--- config.mk ---
export PLATFORM = sky130hd
export DESIGN_NAME = gcbh_front
export DESIGN_NICKNAME = d
export VERILOG_FILES = /design/src/gcbh_pkg.sv /design/src/gcbh_front.sv
export SDC_FILE = /design/constraint.sdc
export NUM_CORES = 1
export LEC_CHECK = 0
export BUFFER_PORTS_ARGS = -buffer_cell sky130_fd_sc_hd__buf_2
export CAP_MARGIN = 20
export CORE_ASPECT_RATIO = 0.9
export CORE_MARGIN = 2
export CORE_UTILIZATION = 34
export DETAILED_ROUTE_END_ITERATION = 8
export PLACE_DENSITY_LB_ADDON = 0.1
export SLEW_MARGIN = 20
export SYNTH_ARGS = -nofsm -noshare
export SYNTH_HDL_FRONTEND = slang
export SYNTH_SLANG_ARGS = --single-unit
export TNS_END_PERCENT = 5
--- constraint.sdc ---
create_clock -name clk -period 2.75 [get_ports clk]
set_input_delay 0.4125 -clock clk [delete_from_list [all_inputs] [get_ports clk]]
set_output_delay 0.4125 -clock clk [all_outputs]
set_load 0.05 [all_outputs]
--- src/gcbh_pkg.sv ---
// Shared types and constants for the greedy climb budget heap block.
package gcbh_pkg;

  localparam int HEIGHT_W = 20;
  localparam int INDEX_W = 12;
  localparam int BUDGET_W = 32;
  localparam int LADDER_W = 11;
  localparam int CFG_DATA_W = 32;
  localparam int CFG_INDEX_W = 1;
  // signed brick balance: the 32-bit budget plus a sign bit and one spare bit
  localparam int BRICK_W = 34;
  localparam int QUEUE_DEPTH = 2;

  localparam logic [CFG_INDEX_W-1:0] REG_BRICK_BUDGET = 1'b0;
  localparam logic [CFG_INDEX_W-1:0] REG_LADDER_COUNT = 1'b1;

  typedef enum logic [1:0] {
    KIND_FLAT,
    KIND_RISE,
    KIND_FIRST
  } kind_t;

  typedef struct packed {
    logic [HEIGHT_W-1:0] height;
    logic                first;
  } step_t;

  typedef struct packed {
    logic [INDEX_W-1:0] reached_index;
    logic               stopped;
    logic               heap_overflow;
  } reach_t;

  typedef struct packed {
    kind_t               kind;
    logic [HEIGHT_W-1:0] rise;
  } entry_t;

  typedef struct packed {
    logic [BUDGET_W-1:0] brick_budget;
    logic [LADDER_W-1:0] ladder_count;
  } cfg_t;

endpackage

--- src/gcbh_front.sv ---
// Front end: accepts height items and classifies each step as row start, flat or rise.
module gcbh_front (
  input  logic              clk,
  input  logic              rst,
  input  logic              step_valid,
  output logic              step_stall,
  input  gcbh_pkg::step_t   step,
  output logic              q_push,
  output gcbh_pkg::entry_t  q_entry,
  input  logic              q_full
);

  logic [gcbh_pkg::HEIGHT_W-1:0] prev_height;

  assign step_stall = q_full;
  assign q_push = step_valid && !q_full;

  always_comb begin
    q_entry.rise = step.height - prev_height;
    if (step.first) begin
      q_entry.kind = gcbh_pkg::KIND_FIRST;
    end else if (step.height > prev_height) begin
      q_entry.kind = gcbh_pkg::KIND_RISE;
    end else begin
      q_entry.kind = gcbh_pkg::KIND_FLAT;
    end
  end

  // the reference height is reloaded by every accepted item, including those after a stop
  always_ff @(posedge clk) begin
    if (rst) begin
      prev_height <= '0;
    end else if (q_push) begin
      prev_height <= step.height;
    end
  end

endmodule

# Word level (Yosys, flattened, before mapping)
# Cells that the tools add are included.
# totals
regBits	20
inputBits	25
output_inout_bits	24
word_cells	7
# classes
add_sub_neg	1
magnitude_cmp	1
n_mux	2
n_reduce_logical	2
# ops
cell	n
$gt A20 B20 Y1	1
$sub A20 B20 Y20	1
$mux W2	1
$logic_and A1 B1 Y1	1
$logic_not A1 Y1	1
$mux W1	1

# Longest topological paths before layout
# depth
depth_word	3
ltp_mapped	9
mapped_depth_nobuf	9

# Least setup slack after synthesis
# Ideal clock, no wire load.
# synth_timing
path_type	input to output
startpoint	in step[1] in the netlist's numbering
endpoint	out q_entry[14] in the netlist's numbering
t_arrival_ns	2.887
path_slack_ns	-0.549
stages	9
path_buffers	0
path_cell_list	inv_1 > ha_1 > fa_1 > nor2b_1 > o2111ai_1 > nand4_1 > a31o_2 > nor4_1 > a211oi_1
# synth_rtl
element	line	source
start: declaration	gcbh_front.sv:7	input gcbh_pkg::step_t step,
end: declaration	gcbh_front.sv:9	output gcbh_pkg::entry_t q_entry,

==> flow_summary_export.csv <==
group,metric,value,unit
status,status,"finished, final reports clean",
timing,timing.fmax,365.6,MHz
setup_path,worstSetupPathType,"reg -> out",
setup_path,critPathMaxFanout,3,
placed_design,io_buffers,48,
setup_path,worstSetupEndpointType,"primary output",
cells_and_area,seqCellArea,405.4,um^2
pwr,vdd_ir_drop_max,0.0002424,V
global_routing,overflow,0,
global_routing,grt_max_degree,22,
die,die_area,6406,um^2
timing,rsz0062_at_grt,"true",
synth,ys_types,46,
timing,final.setup_skew,0,ns
routing,via_per_inst,5.002,
timing,finalCriticalPeriod,2.735,ns
cts,h-tree-depth,1,
cells_and_area,largest_reg_flops,20,
cells_and_area,drive_gt1_frac,0.3534,
job,drv_cap,0,
die,die_x,84.15,um
synth,synth_nets,322,
die,die_y,76.13,um
worst_hold_path,hp-class,"in -> reg",
synth,yosys_register_bits,20,
cts,cts_tree,"done",
setup_path,cp_data_required_time,2.34,ns
setup_path,cp_data_arrival_time,2.32,ns
cts,max-clock-path-buffers,2,
setup_path,cp_slowest_stage_delay,0.36,ns
cells_and_area,final_common_cell,"nand2_1",
cells_and_area,fill_cells,585,
synth,syn-instance-count,276,
die,core,5628,um^2
timing,setup_ws,0.01484,ns
timing,fin_crit_sh,0.9946,
synth,ys.flop_type,"dfxtp_1",
die,io_pins,49,
timing,tightest_slew,0.4163,ns
routing,first_pass_iters,4,
routing,wl_per_cell,12.75,um
cts,insertion_delay,0.26,ns
timing,setup_viol,0,
cts,cts_made_buffers,3,
cts,cts_setup_buffers,0,
setup_path,crit_chain,"ha_2 > fa_2 > nor2b_2 > o2111ai_2 > a31oi_2 > o21ai_1 > a211o_1 > nand2_1 > buf_6",
setup_path,slowest_stage,"fa_2",
routing,ant_nets,0,
synth,synth-edff-count,0,
setup_path,critPathLaunchType,"register",
synth,seq_area_frac_synth,0.2037,
pwr,power_density,498.6,nW/um^2
cells_and_area,top_register,"prev_height",
cells_and_area,multi_input_area,1531,um^2
timing,maxSlewHeadroom,0.7224,
cts,clock-sinks,20,
cells_and_area,final_cell_mix,"nand2_1, buf_4, buf_2",
cts,ctsHoldBuffers,0,
global_routing,grt_usage,0.1671,
cts,clkTransAtPathRegs,0.09,ns
timing,tns,0,ns
cells_and_area,syn2layout_area_growth,41.31,%
routing,drtIter0Drc,48,
cts,root_buffer,"clkbuf_8",
synth,syn-mean-instance-area,7.122,um^2
placed_design,dp.cells,414,
setup_path,crit_family,"compound AO/OA/AOI/OAI gates",
placed_design,dp_hpwl,4.124,mm
die,start_util,0.3493,
pwr,leakage,1.195,nW
global_routing,grt_pass1_vias,1982,
setup_path,crit_buf_inv,1,
cells_and_area,layout.nets,395,
synth,syn_area,1966,um^2
timing,finalMaxSlewViolations,0,
global_routing,grt_pass1_wl,9.059,mm
synth,async_flop_share,0,
routing,via_count,2091,
cells_and_area,fin_cells,418,
placed_design,place_congestion,0.8350,
cells_and_area,largestRegisters,"prev_height: 20 flops",
synth,yosys_warnings,0,
cells_and_area,n_antenna_cell,0,
timing,hold_viol,0,
routing,drc,0,
pwr,total_power,1.385,mW
die,rows,26,
routing,drt_wl_total,5.328,mm
placed_design,pre_cts_ws,-0.2101,ns
global_routing,antenna_found_initial,0,
==> synthesized netlist by cell type (2+ instances only) <==
cell type / n / share of area
a211oi_1: 3 / 0.011
a21oi_1: 37 / 0.094
o21bai_1: 2 / 0.0076
xor2_1: 6 / 0.027
clkbuf_1: 9 / 0.017
nor3b_1: 2 / 0.0076
o221ai_1: 2 / 0.0089
o211ai_1: 2 / 0.0076
a31oi_2: 2 / 0.013
dfxtp_1: 20 / 0.20
nor3_1: 2 / 0.0051
buf_2: 5 / 0.013
xnor2_1: 7 / 0.031
a211o_1: 2 / 0.0089
nor4_1: 3 / 0.0095
nand2b_1: 2 / 0.0064
and2_1: 2 / 0.0064
nor2b_1: 2 / 0.0064
o21ai_0: 5 / 0.013
nand4_1: 7 / 0.022
a21o_1: 10 / 0.038
a31oi_1: 4 / 0.013
or3_1: 2 / 0.0064
nand3_1: 3 / 0.0076
nor2_1: 10 / 0.019
o21a_1: 2 / 0.0076
ha_1: 20 / 0.13
inv_1: 30 / 0.057
nand2_1: 55 / 0.11
buf_4: 2 / 0.0076
==> per-layer routing <==
layer,wire (um),global-route usage,vias to the layer above
met5,0,0,-
met4,25,0.02419,0
met3,171,0.02817,2
met2,2368,0.2619,36
met1,2763,0.2450,952
li1,-,-,1101
==> metrics by stage <==
step	hold WS [ns]	cell area, um^2	util
2_1_floorplan	0.4363	1993	-
3_3_place_gp	0.4431	2517	0.4473
3_5_place_dp	0.4478	2517	0.4473
4_1_cts	0.3784	2713	0.4820
5_1_grt	0.3894	2778	0.4936
6_report	0.3897	2778	0.4936
==> final cells by class <==
| type | instances | share of cell area |
|---|---|---|
| Clock buffer | 3 | 0.01486 |
| Clock inverter | 1 | 0.01081 |
| Inverter | 30 | 0.04054 |
| Multi-Input combinational cell | 210 | 0.5514 |
| Sequential cell | 20 | 0.1459 |
| Tap cell | 70 | 0.03153 |
| Timing Repair Buffer | 84 | 0.2050 |
==> logic make-up (layout without fill, tap and decap cells) <==
| family | after synthesis | in the layout | share of synthesized area |
|---|---|---|---|
| simple gates | 93 | 93 | 0.2139 |
| buf+inv | 46 | 118 | 0.09484 |
| xor+xnor | 13 | 13 | 0.05793 |
| flops | 20 | 20 | 0.2037 |
| fa+ha+maj | 21 | 21 | 0.1375 |
| mux | 1 | 1 | 0.005093 |
| compound gates | 82 | 82 | 0.2871 |
==> what timing repair did <==
item	4_1_cts	5_1_grt
gates resized for setup	29	19
pin swaps	4	9
endpoints found under the setup margin	13	13
==> final timing paths <==
path	start	to	slack [ns]	cells after the start
min reg2reg	prev_height[6]	prev_height[6]	0.46	2
min	step[1]	prev_height[0]	0.39	3
max reg2reg	prev_height[1]	prev_height[1]	2.13	2
max	prev_height[0]	q_entry[20]	0.01	9
==> where the power goes <==
| part | switching [mW] | internal (mW) |
|---|---|---|
| clock | 0.112 | 0.194 |
| sequential | 0.00640 | 0.303 |
| combinational | 0.477 | 0.292 |
| total | 0.596 | 0.789 |
==> worst min-delay path, cell delays in order <==
cell and delay, ns:
buf_2 0.10, nand2_1 0.05, a21oi_1 0.05
(Power assumes the default switching activity.)
