<file path="config.mk">
export PLATFORM = sky130hd
export DESIGN_NAME = gcbh_queue
export DESIGN_NICKNAME = d
export VERILOG_FILES = /design/src/gcbh_pkg.sv /design/src/gcbh_queue.sv
export SDC_FILE = /design/constraint.sdc
export NUM_CORES = 1
export LEC_CHECK = 0
export BUFFER_PORTS_ARGS = -buffer_cell sky130_fd_sc_hd__buf_2
export CORE_UTILIZATION = 54
export DETAILED_ROUTE_END_ITERATION = 12
export GPL_ROUTABILITY_DRIVEN = 0
export MAX_ROUTING_LAYER = met4
export PLACE_DENSITY = 0.88
export SYNTH_ARGS = -nofsm -noshare
export SYNTH_HDL_FRONTEND = slang
export SYNTH_SLANG_ARGS = --single-unit
</file>
<file path="constraint.sdc">
create_clock -name clk -period 3.2 [get_ports clk]
set_clock_uncertainty 0.15 [all_clocks]
set_input_delay 0.64 -clock clk [delete_from_list [all_inputs] [get_ports clk]]
set_output_delay 0.64 -clock clk [all_outputs]
set_load 0.01 [all_outputs]
</file>
<file path="src/gcbh_pkg.sv">
// Shared types and constants for the greedy climb budget heap block.
package gcbh_pkg;

  localparam int HEIGHT_W = 20;
  localparam int INDEX_W = 12;
  localparam int BUDGET_W = 32;
  localparam int LADDER_W = 11;
  localparam int CFG_DATA_W = 32;
  localparam int CFG_INDEX_W = 1;
  // signed brick balance: the 32-bit budget plus a sign bit and one spare bit
  localparam int BRICK_W = 34;
  localparam int QUEUE_DEPTH = 2;

  localparam logic [CFG_INDEX_W-1:0] REG_BRICK_BUDGET = 1'b0;
  localparam logic [CFG_INDEX_W-1:0] REG_LADDER_COUNT = 1'b1;

  typedef enum logic [1:0] {
    KIND_FLAT,
    KIND_RISE,
    KIND_FIRST
  } kind_t;

  typedef struct packed {
    logic [HEIGHT_W-1:0] height;
    logic                first;
  } step_t;

  typedef struct packed {
    logic [INDEX_W-1:0] reached_index;
    logic               stopped;
    logic               heap_overflow;
  } reach_t;

  typedef struct packed {
    kind_t               kind;
    logic [HEIGHT_W-1:0] rise;
  } entry_t;

  typedef struct packed {
    logic [BUDGET_W-1:0] brick_budget;
    logic [LADDER_W-1:0] ladder_count;
  } cfg_t;

endpackage

</file>
<file path="src/gcbh_queue.sv">
// Short queue of classified items between the front end and the heap engine.
module gcbh_queue (
  input  logic              clk,
  input  logic              rst,
  input  logic              push,
  input  gcbh_pkg::entry_t  push_entry,
  output logic              full,
  output logic              valid,
  output gcbh_pkg::entry_t  head,
  input  logic              pop
);

  localparam int Depth = gcbh_pkg::QUEUE_DEPTH;
  localparam int PW = (Depth > 1) ? $clog2(Depth) : 1;
  localparam int CW = $clog2(Depth + 1);

  gcbh_pkg::entry_t slots [Depth];
  logic [PW-1:0] wr_ptr;
  logic [PW-1:0] rd_ptr;
  logic [CW-1:0] count;
  logic          do_push;
  logic          do_pop;

  assign full = (count == CW'(Depth));
  assign valid = (count != '0);
  assign head = slots[rd_ptr];
  assign do_push = push && !full;
  assign do_pop = pop && valid;

  always_ff @(posedge clk) begin
    if (do_push) begin
      slots[wr_ptr] <= push_entry;
    end
  end

  always_ff @(posedge clk) begin
    if (rst) begin
      wr_ptr <= '0;
      rd_ptr <= '0;
      count <= '0;
    end else begin
      if (do_push) begin
        wr_ptr <= (wr_ptr == PW'(Depth - 1)) ? '0 : wr_ptr + PW'(1);
      end
      if (do_pop) begin
        rd_ptr <= (rd_ptr == PW'(Depth - 1)) ? '0 : rd_ptr + PW'(1);
      end
      if (do_push && !do_pop) begin
        count <= count + CW'(1);
      end else if (do_pop && !do_push) begin
        count <= count - CW'(1);
      end
    end
  end

endmodule

</file>
# Yosys cells after proc, flatten, opt, wreduce, memory -nomap -nowiden
# Memory sizes are Yosys's and may differ from the RTL's. A register that Yosys moved wholly into a read port is not among the register bits.
# Index checks and enable logic that the tools add are counted.
# totals
regBits,4
mem_bits_rw,44
input_bits,26
output_inout_bits,24
wordCells,26
mem_count,1
# mem_list
name,depth,word_bits,read_ports,rd_clocked_by_memory_dff,write_ports,line,source
slots,2,22,1,1,1,gcbh_queue.sv:17,gcbh_pkg::entry_t slots [Depth];
# classes
addsub,4
eq_ne,1
n_mux,8
reduce_logical,9
# op_table
op,count
$mux 1,6
$logic_and 1x1->1,4
$mux 2,2
$reduce_bool 2->1,2
$logic_not 1->1,3
$add 1x1->1 const B,2
$add 2x1->2 const B,1
$eq 2x2->1 const B,1
$sub 2x1->2 const B,1

# Longest topological paths before layout
# Gate-level depths: netlist of the first run.
# logic_depth
depth_word,7
depth_mapped,6
mapped_depth_nobuf,6

# Worst setup path before layout of the first run
# No wires, ideal clock.
# synth_path
path_type,input to register
from,in push
to,"mem slots[0][0] in the netlist's numbering, enable pin"
setup_time_ps,377
arrival_ps,1487
required_time_ps,2673
slack_ps,1186
stages,3
n_path_buf,0
path_cell_list,inv_1 -> or3_1 -> inv_1
# synth_via
elab_chain_cells,3
# synth_lines
item,line,source
start: declaration,gcbh_queue.sv:5,"input logic push,"
$logic_and 1x1->1,gcbh_queue.sv:27,assign do_push = push && !full;
$mux 1,gcbh_queue.sv:31,if (do_push) begin
$mux 1 (implied by the code),gcbh_queue.sv:32,slots[wr_ptr] <= push_entry;
end: declaration,gcbh_queue.sv:17,
# No other way between the ends.

==> results.md, run 1 <==
- Result of the run: finished, final reports clean
- Synth unique cells: 14
- Mean Syn Cell Area: 19.35 um2
- Leak Pwr: 0.8396 nW
- Yosys Warn Count: 0
- Sequential Area: 1421 um2
- Chip Height: 59.72 um
- Fin. Hold Viols: 0
- Peak supply drop: 0.0004290 V
- Post-CTS Hold Buffers: 0
- Remaining Overflow, GRT: 0
- #FFs+latches synth: 49
- Worst Hold Depth: 1
- Pwr dens: 750.3 nW/um2
- Post-DP HPWL: 2009 um
- R2R depth: 3
- Fin Setup TNS: 0 ps
- NumNets Final: 176
- Cell area after synthesis: 1799 um2
- Power Total: 1.635 mW
- Die width: 59.72 um
- CTS max path bufs: 2
- Asr flop ratio synth: 0%
- Synth Net Count: 120
- CTS sink cnt: 49
- Gates resized, CTS repair: 0
- Relative slew slack: 42.46%
- All-Layer GR Usage: 17.57%
- Post-DRT Antenna Nets: 0
- Critical path class: flip-flop to output pin
- Initial antenna violation count: 0
- Max Clk Rate: 415.5 MHz
- CTS tree: yes
- Clock latency on the worst-skew pair: 330 ps
- Final min period: 2407 ps
- RSZ-0062 raised after global routing: no
- H-tree depth: 2
- Tcrit/Tclk final: 75.20%
- Post-synthesis cell count: 93
- Core area: 3103 um2
- Num CTS Buffers: 5
- Worst-path fanout max: 17
- Pins Over Slew Limit: 0
- Max Cap Viol: 0
- Vias post-DR: 970
- CTS clk-pin slew, worst paths: 130 ps
- Fillcell total: 237
- Starting Density: 57.98%
- Ant. Diodes: 0
- Post-synth EDFFs: 44
- Commonest non-fill, non-tap cell in the layout: buf_2
- Post-layout instance area: 2180 um2
- Worst Path Required: 2410 ps
- Vias/cell: 5.000
- Final Util: 70.24%
- Pin count of the biggest net entering global routing: 23
- Port bufs: 49
- HP Class: input pin to flip-flop
- Reg-to-reg slack, setup: 1170 ps
- Post-CTS setup repair buffer count: 0
- # DRC: 0
- Area post-placement: 2105 um2
- Layout cell share with drive strength beyond 1: 54.00%
- Sequential area share after synthesis: 79.00%
- Die area: 3566 um2
- Clock Tree Root: clkbuf_4
- Drt first-iter violations: 33
- Slew @ Worst Pin: 862.2 ps
- CP Capture Type: output pin
- Ys flop type: edfxtp_1
- IO Pins: 50
- Drt first pass iters: 4
- Syn-to-layout area delta: 21.14%
- First-pass GRT wire length: 4160 um
- Number of global-route vias before repair: 923
- Commonest cells after routing, fill and taps aside: buf_2, edfxtp_1, mux2_2
- Multi-input logic area: 360.3 um2
- Worst path arrival time: 1620 ps
- Startpoint types: flip-flop
- Total Wirelength: 2764 um
- Final setup violation count: 0
- Number of placement rows: 20
- Wire length per cell: 14.25 um
-- final timing paths --
kind                   from           end
max reg2reg        count[0]  slots[0][10]
min          push_entry[13]  slots[0][13]
max               flip-flop      head[15]
min reg2reg          wr_ptr        wr_ptr
-- synth_stat cells (2+ instances only) --
cell type,number,area (um2)
xor2_1,3,26.28
mux2_2,22,247.7
or3_1,2,12.51
buf_2,2,10.01
inv_1,2,7.510
a21oi_1,2,10.01
dfxtp_1,5,100.1
nor2_1,4,15.01
o21ai_0,3,15.01
edfxtp_1,44,1321
-- registers in the layout, summed over array words and instances (netlist names), named ones only --
name    flops
count       2
slots      44
wr_ptr      1
rd_ptr      1
-- stage by stage --
step	hold WS [ps]	cells	worst slack [ps]
floorplan	301.6	93	1186
global placement	321.5	186	936.4
detailed placement	342.0	186	866.5
CTS	312.1	194	773.4
global route	297.1	194	720.9
finish	324.1	194	793.5
-- cells by family (layout without fill, tap and decap cells) --
family,after synthesis,count (layout),synth area share [%]
compound gates,5,5,1.391
flops,49,49,79.00
mux,22,22,13.77
xor+xnor,3,3,1.461
buf+inv,4,61,0.9738
simple gates,9,9,2.712
fa+ha+maj,1,1,0.6953
-- final cells by class --
cell class                 count  area share (%)
inverter                       2          0.3444
clock buffer                   6           1.894
clock inverter                 2           1.550
timing repair buffer          51           11.94
multi-input combinational     40           16.53
tap                           44           2.526
sequential                    49           65.21
-- layer usage --
| layer | wire length (um) | vias up | GRT usage [%] |
|---|---|---|---|
| met3 | 140 | 6 | 5.195 |
| met1 | 1188 | 465 | 20.39 |
| met5 | 0 | - | - |
| met2 | 1373 | 34 | 27.62 |
| met4 | 61 | 0 | 9.302 |
| li1 | - | 465 | - |
-- power breakdown --
part	internal, mW	switching (mW)
Combinational	0.220	0.234
Clock	0.163	0.169
Sequential	0.808	0.0414
-- worst max-delay path, stage by stage, from the launching register on --
cell and delay [ps]:
dfxtp_1 460, buf_4 290, mux2_2 390, buf_2 140
Power figures use the tool's default switching activity.
==> run 2: changes to the inputs <==
- ABC_AREA: unset -> 1
- CORE_UTILIZATION: 54 -> 46
- PLACE_DENSITY: 0.88 -> 0.8
- clock period: 3.2 -> 2.1 ns (I/O delays scaled with it)
==> results.md, run 2 <==
- Result of the run: finished, final reports clean
- Drt first-iter violations: 31 (-6.1%)
- Die area: 4415 um2 (+24%)
- Cell area after synthesis: 1911 um2 (+6.2%)
- Asr flop ratio synth: 0% (unchanged)
- Pins Over Slew Limit: 0 (unchanged)
- CTS clk-pin slew, worst paths: 90 ps (-40 ps)
- Syn-to-layout area delta: 21.81%
- IO Pins: 50 (unchanged)
- RSZ-0062 raised after global routing: no
- Mean Syn Cell Area: 18.20 um2 (-5.9%)
- Ys flop type: edfxtp_1
- Vias/cell: 4.931 (-1.4%)
- Sequential area share after synthesis: 74.39% (-4.6 points)
- Met2 GRT Util: 24.23% (-3.4 points)
- Worst slack, placed: 437.4 ps (-429.1 ps)
- Num CTS Buffers: 5 (unchanged)
- Pin count of the biggest net entering global routing: 15 (-35%)
- Post-synthesis cell count: 105 (+13%)
- HP Class: input pin to flip-flop
- Worst Hold Depth: 1 (unchanged)
- Fin Setup TNS: 0 ps (unchanged)
- Net Sw Power: 743.3 uW (+67%)
- Remaining Overflow, GRT: 0 (unchanged)
- Post-DP HPWL: 2249 um (+12%)
- Worst Path Required: 1530 ps (-880 ps)
- Final WS setup: 171.4 ps (-622.1 ps)
- Int Pwr: 1.840 mW (+54%)
- Yosys Warn Count: 0 (unchanged)
- #FFs+latches synth: 49 (unchanged)
- Relative slew slack: 84.40% (+42 points)
- Max stage delay on crit path: 360 ps (-100 ps)
- Tcrit/Tclk final: 91.84%
- Post-synth EDFFs: 44 (unchanged)
- Worst-path fanout max: 12 (-5)
- Max Cap Viol: 0 (unchanged)
- Reg power frac: 49.9% (-2.1 points)
- Most frequent cell after synthesis: edfxtp_1
- Chip Height: 66.45 um (+11%)
- Worst path arrival time: 1360 ps (-260 ps)
- Clock Tree Root: clkbuf_8
- Leak Pwr: 0.9617 nW (+15%)
- Reg-to-Reg Start: count[1]
- Synth Net Count: 132 (+10%)
- Switching share of power: 28.77% (+1.6 points)
- Number of placement rows: 23 (+15%)
- Power Total: 2.583 mW (+58%)
- Clock latency on the worst-skew pair: 290 ps (-40 ps)
- Synth top area share: 69.16% (-4.3 points)
- CTS max path bufs: 2 (unchanged)
- All-Layer GR Usage: 14.80% (-2.8 points)
- # DRC: 0 (unchanged)
- CTS tree: yes
- Post-synth top cells: edfxtp_1, mux2_4, nor2_1
- Biggest area consumer among synthesized cells: edfxtp_1
- Synth unique cells: 15 (+1)
- Top Registers: slots x44, count x2
- Drt first pass iters: 4 (unchanged)
- Max Clk Rate: 518.5 MHz
- H-tree depth: 2 (unchanged)
- Vias post-DR: 1065 (+9.8%)
- CP max stage cell: mux2_2
- NumNets Final: 192 (+9.1%)
- CP Capture Type: output pin
- Initial antenna violation count: 0 (unchanged)
- Post-CTS setup repair buffer count: 0 (unchanged)
- Commonest non-fill, non-tap cell in the layout: buf_2
- Fin. Hold Viols: 0 (unchanged)
- Final setup violation count: 0 (unchanged)
- Fillcell total: 321 (+35%)
- Peak supply drop: 0.0007098 V (+65%)
- Gates resized, CTS repair: 0 (unchanged)
- Core area: 4000 um2 (+29%)
- Port bufs: 49 (unchanged)
- Critical path class: flip-flop to output pin
- Layout cell share with drive strength beyond 1: 52.41% (-1.6 points)
- Worst hold slack: 157.4 ps (-166.7 ps)
- Comb pwr share: 30.4% (+2.6 points)
- Ant. Diodes: 0 (unchanged)
- R2R depth: 9 (+6)
- Starting Density: 47.76% (-10 points)
- Clock network fraction of total power: 19.8% (-0.5 points)
- Pwr dens: 1110 nW/um2 (+48%)
- Largest Register: slots
- Final min period: 1929 ps
- Met3 Usage GRT: 4.828% (-0.37 points)
- Largest register FFs: 44 (unchanged)
- Post-DRT Antenna Nets: 0 (unchanged)
- Number of global-route vias before repair: 1018 (+10%)
- Total Wirelength: 3026 um (+9.5%)
- Grt peak-use layer: met2
- Wire length per cell: 14.01 um (-1.7%)
- Post-CTS Hold Buffers: 0 (unchanged)
- First-pass GRT wire length: 4491 um (+8.0%)
- Slew @ Worst Pin: 234.0 ps (-628.2 ps)
- Top post-synthesis cells by area: edfxtp_1, mux2_4, dfxtp_1, nor2_1, inv_1
- CTS sink cnt: 49 (unchanged)
- Die width: 66.45 um (+11%)
- Critical-path cell list: buf_4, mux2_2, buf_2
- Commonest cells after routing, fill and taps aside: buf_2, edfxtp_1, mux2_4
- Hold Path Origin: push_entry[17]
- Global Route met1 Usage: 17.03% (-3.4 points)
- Startpoint types: flip-flop
run 2: changes by cell type after synthesis, sizes merged:
cell	delta
or2	-1
nand2	+7
and2	-1
xor2	-3
nor2	+4
nor2b	-1
nand3	+2
or3	-2
nand4	+1
inv	+6
run 2: path summary, 6_finish.rpt:
kind / end / slack [ps]
worst max-delay path: head[2] / 170
worst min-delay path: slots[0][17] / 160
worst max register to register: count[1] / 400
worst min register to register: wr_ptr / 370
run 2: stage by stage:
stage,utilization [%],std cells,area (um2)
floorplan,-,105,1911
global placement,56.15,208,2246
detailed placement,56.15,208,2246
CTS,58.18,216,2327
global route,58.18,216,2327
finish,58.18,216,2327
run 2: per-layer routing:
| layer | wire length, um | vias to the layer above |
|---|---|---|
| met4 | 30 | 0 |
| met2 | 1626 | 37 |
| met1 | 1194 | 517 |
| li1 | - | 509 |
| met5 | 0 | - |
| met3 | 174 | 2 |
run 2: logic make-up (layout without fill, tap and decap cells):
logic type,after synthesis,in the layout,synth area share [%]
fa+ha+maj,1,1,0.6548
compound gates,5,5,1.506
mux,22,22,16.90
buf+inv,10,71,2.750
simple gates,18,18,3.799
flops,49,49,74.39
run 2: final cells by class:
type,instances,area (um2),share of cell area (%)
multi-input combinational,46,441.7,18.98
timing repair buffer,55,290.3,12.47
sequential,49,1421,61.08
inverter,8,30.03,1.290
clock buffer,5,68.82,2.957
clock inverter,3,12.51,0.5376
tap,50,62.56,2.688
run 2: power by group through the flow:
stage / registers, mW / logic (mW) / clock network (mW)
after floorplan: 1.30 / 0.534 / 0
after global placement: 1.30 / 0.759 / 0
after detailed placement: 1.31 / 0.796 / 0
after CTS: 1.29 / 0.797 / 0.526
after global routing: 1.30 / 0.857 / 0.565
final: 1.29 / 0.785 / 0.510
run 2: worst max-delay path, delay by kind of cell (launching register included):
| family | cells | cell delay (ps) |
|---|---|---|
| buffers and inverters | 2 | 380 |
| muxes | 1 | 360 |
| DFF | 1 | 330 |
